--- config.mk ---
export PLATFORM = sky130hd
export DESIGN_NAME = fcdsm_ctrl
export DESIGN_NICKNAME = d
export VERILOG_FILES = /design/src/rtl/fcdsm_pkg.sv /design/src/rtl/fcdsm_ctrl.sv
export SDC_FILE = /design/constraint.sdc
export NUM_CORES = 1
export LEC_CHECK = 0
export BUFFER_PORTS_ARGS = -buffer_cell sky130_fd_sc_hd__buf_4
export CORE_MARGIN = 3
export CORE_UTILIZATION = 30
export CTS_CLUSTER_DIAMETER = 200
export CTS_CLUSTER_SIZE = 16
export DETAILED_ROUTE_END_ITERATION = 10
export PLACE_DENSITY = 0.55
export SLEW_MARGIN = 20
export SYNTH_ARGS = -nofsm -noshare
export SYNTH_HDL_FRONTEND = slang
export SYNTH_SLANG_ARGS = --single-unit
--- constraint.sdc ---
create_clock -name clock -period 2.7 [get_ports clock]
set_clock_uncertainty 0.15 [all_clocks]
set_input_delay 0.405 -clock clock [delete_from_list [all_inputs] [get_ports clock]]
set_output_delay 0.405 -clock clock [all_outputs]
set_load 0.01 [all_outputs]
--- src/rtl/fcdsm_pkg.sv ---
package fcdsm_pkg;

   localparam int STORE_ADDR_BITS = 19;
   localparam int CHANNELS        = 4;
   localparam int CH_BITS         = 2;
   localparam int NUM_BITS        = 38;
   localparam int CNT_BITS        = 6;
   localparam int PROD_BITS       = 34;
   localparam int RATE_BITS       = 18;
   localparam int SUM_BITS        = 19;

   localparam logic [NUM_BITS-1:0] STEP_NUMERATOR = 38'd262144000000;
   localparam logic [17:0]         RATE_RESET     = 18'd44100;
   localparam logic [7:0]          SAMPLE_BIAS    = 8'h80;
   localparam logic [7:0]          READ_IDLE      = 8'hFF;
   localparam logic [31:0]         STEP_SAT       = 32'hFFFF_FFFF;

   typedef enum logic [1:0] {
      CMD_WRITE = 2'd0,
      CMD_READ  = 2'd1,
      CMD_TICK  = 2'd2,
      CMD_LOAD  = 2'd3
   } command_type;

   typedef enum logic [1:0] {
      UNIT_DMA    = 2'd0,
      UNIT_TIMER  = 2'd1,
      UNIT_VOLUME = 2'd2,
      UNIT_MAPPER = 2'd3
   } unit_type;

   localparam logic [3:0] DMA_STATUS  = 4'h8;
   localparam logic [3:0] DMA_CONTROL = 4'hA;
   localparam logic [3:0] DMA_LOOP    = 4'hB;
   localparam logic [3:0] DMA_IGNORED = 4'hD;

   typedef struct packed {
      logic               latch;
      logic               exec;
      logic               mul;
      logic               div_step;
      logic               step_wr;
      logic               fetch;
      logic               mix;
      logic               wrap;
      logic               load_rsp;
      logic [CH_BITS-1:0] ch;
   } ctrl_cmd_type;

   typedef struct packed {
      logic                is_tick;
      logic                need_div;
      logic [CHANNELS-1:0] active;
      logic                div_last;
      logic                rsp_free;
   } dp_status_type;

endpackage

--- src/rtl/fcdsm_ctrl.sv ---
module fcdsm_ctrl (
   input  logic                   clock,
   input  logic                   reset,
   input  logic                   req_valid,
   output logic                   req_ready,
   input  fcdsm_pkg::dp_status_type status,
   output fcdsm_pkg::ctrl_cmd_type  cmd
);
   import fcdsm_pkg::*;

   typedef enum logic [8:0] {
      S_IDLE   = 9'b000000001,
      S_EXEC   = 9'b000000010,
      S_MUL    = 9'b000000100,
      S_DIV    = 9'b000001000,
      S_STEPWR = 9'b000010000,
      S_ADDR   = 9'b000100000,
      S_MIX    = 9'b001000000,
      S_WRAP   = 9'b010000000,
      S_FINISH = 9'b100000000
   } state_type;

   state_type          state_ff, state_in;
   logic [CH_BITS-1:0] ch_ff, ch_in;

   assign req_ready = (state_ff == S_IDLE);

   always_comb begin
      state_in = state_ff;
      ch_in    = ch_ff;
      cmd      = '0;
      cmd.ch   = ch_ff;
      unique case (state_ff)
         S_IDLE: begin
            if (req_valid) begin
               cmd.latch = 1'b1;
               state_in  = S_EXEC;
            end
         end
         S_EXEC: begin
            cmd.exec = 1'b1;
            ch_in    = '0;
            priority if (status.is_tick) state_in = S_ADDR;
            else if (status.need_div)    state_in = S_MUL;
            else                         state_in = S_FINISH;
         end
         S_MUL: begin
            cmd.mul  = 1'b1;
            state_in = S_DIV;
         end
         S_DIV: begin
            cmd.div_step = 1'b1;
            if (status.div_last) state_in = S_STEPWR;
         end
         S_STEPWR: begin
            cmd.step_wr = 1'b1;
            state_in    = S_FINISH;
         end
         S_ADDR: begin
            // skip silent channels
            if (status.active[ch_ff]) begin
               cmd.fetch = 1'b1;
               state_in  = S_MIX;
            end else if (ch_ff == CH_BITS'(CHANNELS-1)) begin
               state_in = S_FINISH;
            end else begin
               ch_in = ch_ff + 1'b1;
            end
         end
         S_MIX: begin
            cmd.mix  = 1'b1;
            state_in = S_WRAP;
         end
         S_WRAP: begin
            cmd.wrap = 1'b1;
            if (ch_ff == CH_BITS'(CHANNELS-1)) begin
               state_in = S_FINISH;
            end else begin
               ch_in    = ch_ff + 1'b1;
               state_in = S_ADDR;
            end
         end
         S_FINISH: begin
            // hold until the output slot frees
            if (status.rsp_free) begin
               cmd.load_rsp = 1'b1;
               state_in     = S_IDLE;
            end
         end
         default: state_in = S_IDLE;
      endcase
   end

   always_ff @(posedge clock) begin
      if (reset) begin
         state_ff <= S_IDLE;
         ch_ff    <= '0;
      end else begin
         state_ff <= state_in;
         ch_ff    <= ch_in;
      end
   end

endmodule

==> summary.txt <==
Synthesis
  • Share of the synthesized area in the top cell type: 29.9%
  • YS warnings: 0
  • Number of distinct library cells after synthesis: 36
  • Post-synthesis sequential area ratio: 29.9%
  • Mapped cell area: 736 um^2
  • Syn Area/Cell: about 8.5 um^2
  • Syn_nets: 99
  • Synth Register Bits: 11
  • Post-synth top cells: 11 x dfxtp_1, 10 x nor2_1, 6 x nand3_1
  • Async SR Flop Fraction: 0%
  • Synth area leader: dfxtp_1
  • Synth Flop Type: dfxtp_1
  • Top-count cell post-synth: dfxtp_1
  • Number of synthesized flops with an enable pin: 0
  • Cells after synthesis: 87
  • Main area contributors after synthesis: dfxtp_1 30%, nor2_1 5.1%, and3b_1 4.8%

Detailed routing
  • Routed length per instance: 12.3 um
  • DRT iter0 DRCs: 17
  • Final ANT Viol Nets: 0
  • Via count: 707
  • Final wirelength: about 1.7 mm
  • DR vias/cell: between 5 and 6
  • DRC errors left: 0
  • Pre-Repair DR Iteration Count: 4

Clocking
  • CTS root buffer: clkbuf_4
  • # hold bufs at CTS: 0
  • Setup Fix Bufs, Post-CTS: 0
  • Clock sink count: 11
  • Post_cts resized: 0
  • CTS Buf Count: 3
  • CTS max path bufs: 2
  • Clock latency on the worst-skew pair: 270 ps
  • H-tree level count: 1
  • CTS tree: yes
  • Clock slew at reported path FFs: 80 ps

Run status
  • Outcome: completed

Worst setup path
  • Worst setup SP type: register
  • Crit Reg-Reg Endpoint: state_ff[2]
  • Critical path's slowest cell: a2111oi_2
  • R2R depth: 6
  • CP max stage delay: 370 ps
  • WP data required: 2140 ps
  • CP Capture Type: primary output
  • Worst-path maximum fanout: 7
  • CP Class: reg -> out
  • Data arrival, critical path: approximately 2000 ps
  • CP Cell Sequence: nor4_2 > nand2_1 > or2_0 > a2111oi_2 > buf_4
  • R2R Path Start: state_ff[2]
  • Internal reg-to-reg setup slack: roughly 570 ps

Final layout
  • Area occupied by multi-input gates: 485 um^2
  • Fraction of layout cells with a size suffix above 1: around 29%
  • Diodes inserted: 0
  • Cell area after layout: 948 um^2
  • Nets: 124
  • Filler cell count: 224
  • Sequential Area: ~220 um^2
  • P&R area growth vs syn: 28.9%
  • Core Util, Final: 41.7%

STA
  • Tightest Pin Transition: 435 ps
  • Final clock period utilization by the worst path: 92.9%
  • Tmin final: roughly 2500 ps
  • FMAX: ~400 MHz
  • RSZ-0062 raised after global routing: false
  • Max Slew Vio Count: 0
  • Final setup viols: 0
  • Setup TNS: 0 ps
  • Hold Fails Final Rpt: 0
  • Setup slack after layout: 192 ps
  • Worst slew margin: 71.0%

Global route
  • Global router's overall resource usage: between 10% and 20%
  • Largest net degree at the start of global routing: 10
  • First-pass GRT wire length: 2.84 mm
  • Total grt overflow: 0
  • Initial antenna violation count: 0
  • Vias in the first global route: roughly 640

Placed design
  • Area after DPL: 921 um^2
  • Final HPWL DP: 1.36 mm
  • RePlAce Congestion: 0.784
  • Port Buf Inserts: 22
  • Place WS: 474 ps

Floorplan
  • Starting Density: about 32%
  • Row count: 17
  • Die Ht: 55.5 um
  • Placeable Area: 0.00228 mm^2
  • IO Pins: 23
  • Horiz. Die Dim: roughly 56 um
  • Die footprint: 0.00308 mm^2

Power
  • LEAKAGE: 0.000410 uW
  • VDD IR max: 0.235 mV
  • PwrDens: 380 mW/mm^2

Min path
  • Min-delay src: req_valid
  • Hold Path Class: in -> reg
  • Hold Crit Endpoint: state_ff[0]
  • Hold path cells: 2

Run
  • MaxCap Viol Count: 0
## critical path, delay by kind of cell (launching register included)
family / cells / cell delay (ps)
buffers and inverters: 1 / 190
DFF: 1 / 360
AOI/OAI and AO/OA: 1 / 370
and+or+nand+nor: 3 / 760
## how the worst max path moves through the flow
stage / from / to / slack (ps) / cells past startpoint
4_1_cts: state_ff[2] / cmd[5] / 170 / 5
3_5_place_dp: state_ff[2] / cmd[5] / 470 / 5
5_1_grt: state_ff[2] / cmd[5] / 10 / 5
3_3_place_gp: state_ff[2] / cmd[5] / 500 / 5
6_report: state_ff[2] / cmd[5] / 190 / 5
2_1_floorplan: state_ff[1] / cmd[5] / 690 / 5
## final cells by class
type	count	share of cell area [%]
repair buffers	22	17.4
well taps	28	3.69
multi-input cells	70	51.2
inverters	4	1.58
clock inverters	1	0.528
clock buffers	3	2.37
flip-flops and latches	11	23.2
## cell usage in the layout (no fill, tap or decap), types with 2 or more instances in the layout
master / count
and3_1: 3
clkbuf_4: 3
nor2b_1: 3
nand3_1: 6
a21oi_1: 5
o21ai_0: 2
nand2_1: 5
inv_1: 4
or2_0: 2
and3b_1: 4
nand2b_1: 2
nor3b_1: 4
dfxtp_1: 11
xor2_1: 2
and2_1: 3
nor2_1: 10
buf_4: 22
## report_power, final
| part | total (uW) | switching, uW | internal, uW |
|---|---|---|---|
| combinational | 73.7 | 37.9 | 35.8 |
| sequential | 170 | 3.71 | 166 |
| clock | 117 | 62.4 | 54.9 |
## per-stage QoR
stage / hold WS [ps] / power [uW] / std cells
2_1_floorplan: 366 / 222 / 87
3_5_place_dp: 396 / 247 / 135
6_report: 190 / 361 / 139
5_1_grt: 190 / 383 / 139
4_1_cts: 187 / 364 / 139
3_3_place_gp: 391 / 247 / 135
## sequential cells by signal, summed over array words and instances, names as in the netlist
name and cells:
ch_ff 2, state_ff 9
## routing by layer
metal	share of wire (%)	up-vias	GRT usage, %
met2	45	13	17.7
met1	50	324	14.9
met4	1.0	0	5.21
met3	4.2	2	3.04
li1	-	368	-
met5	0	-	0
## logic make-up (layout without fill, tap and decap cells)
logic type,after synthesis,after routing,share of synthesized area [%]
mux,2,2,2.89
compound gates,18,18,20.9
buf+inv,6,30,4.08
xor+xnor,2,2,2.38
simple gates,47,47,38.1
flops,11,11,29.9
fa+ha+maj,1,1,1.70
Note: power is estimated with default switching activity, not from simulation.
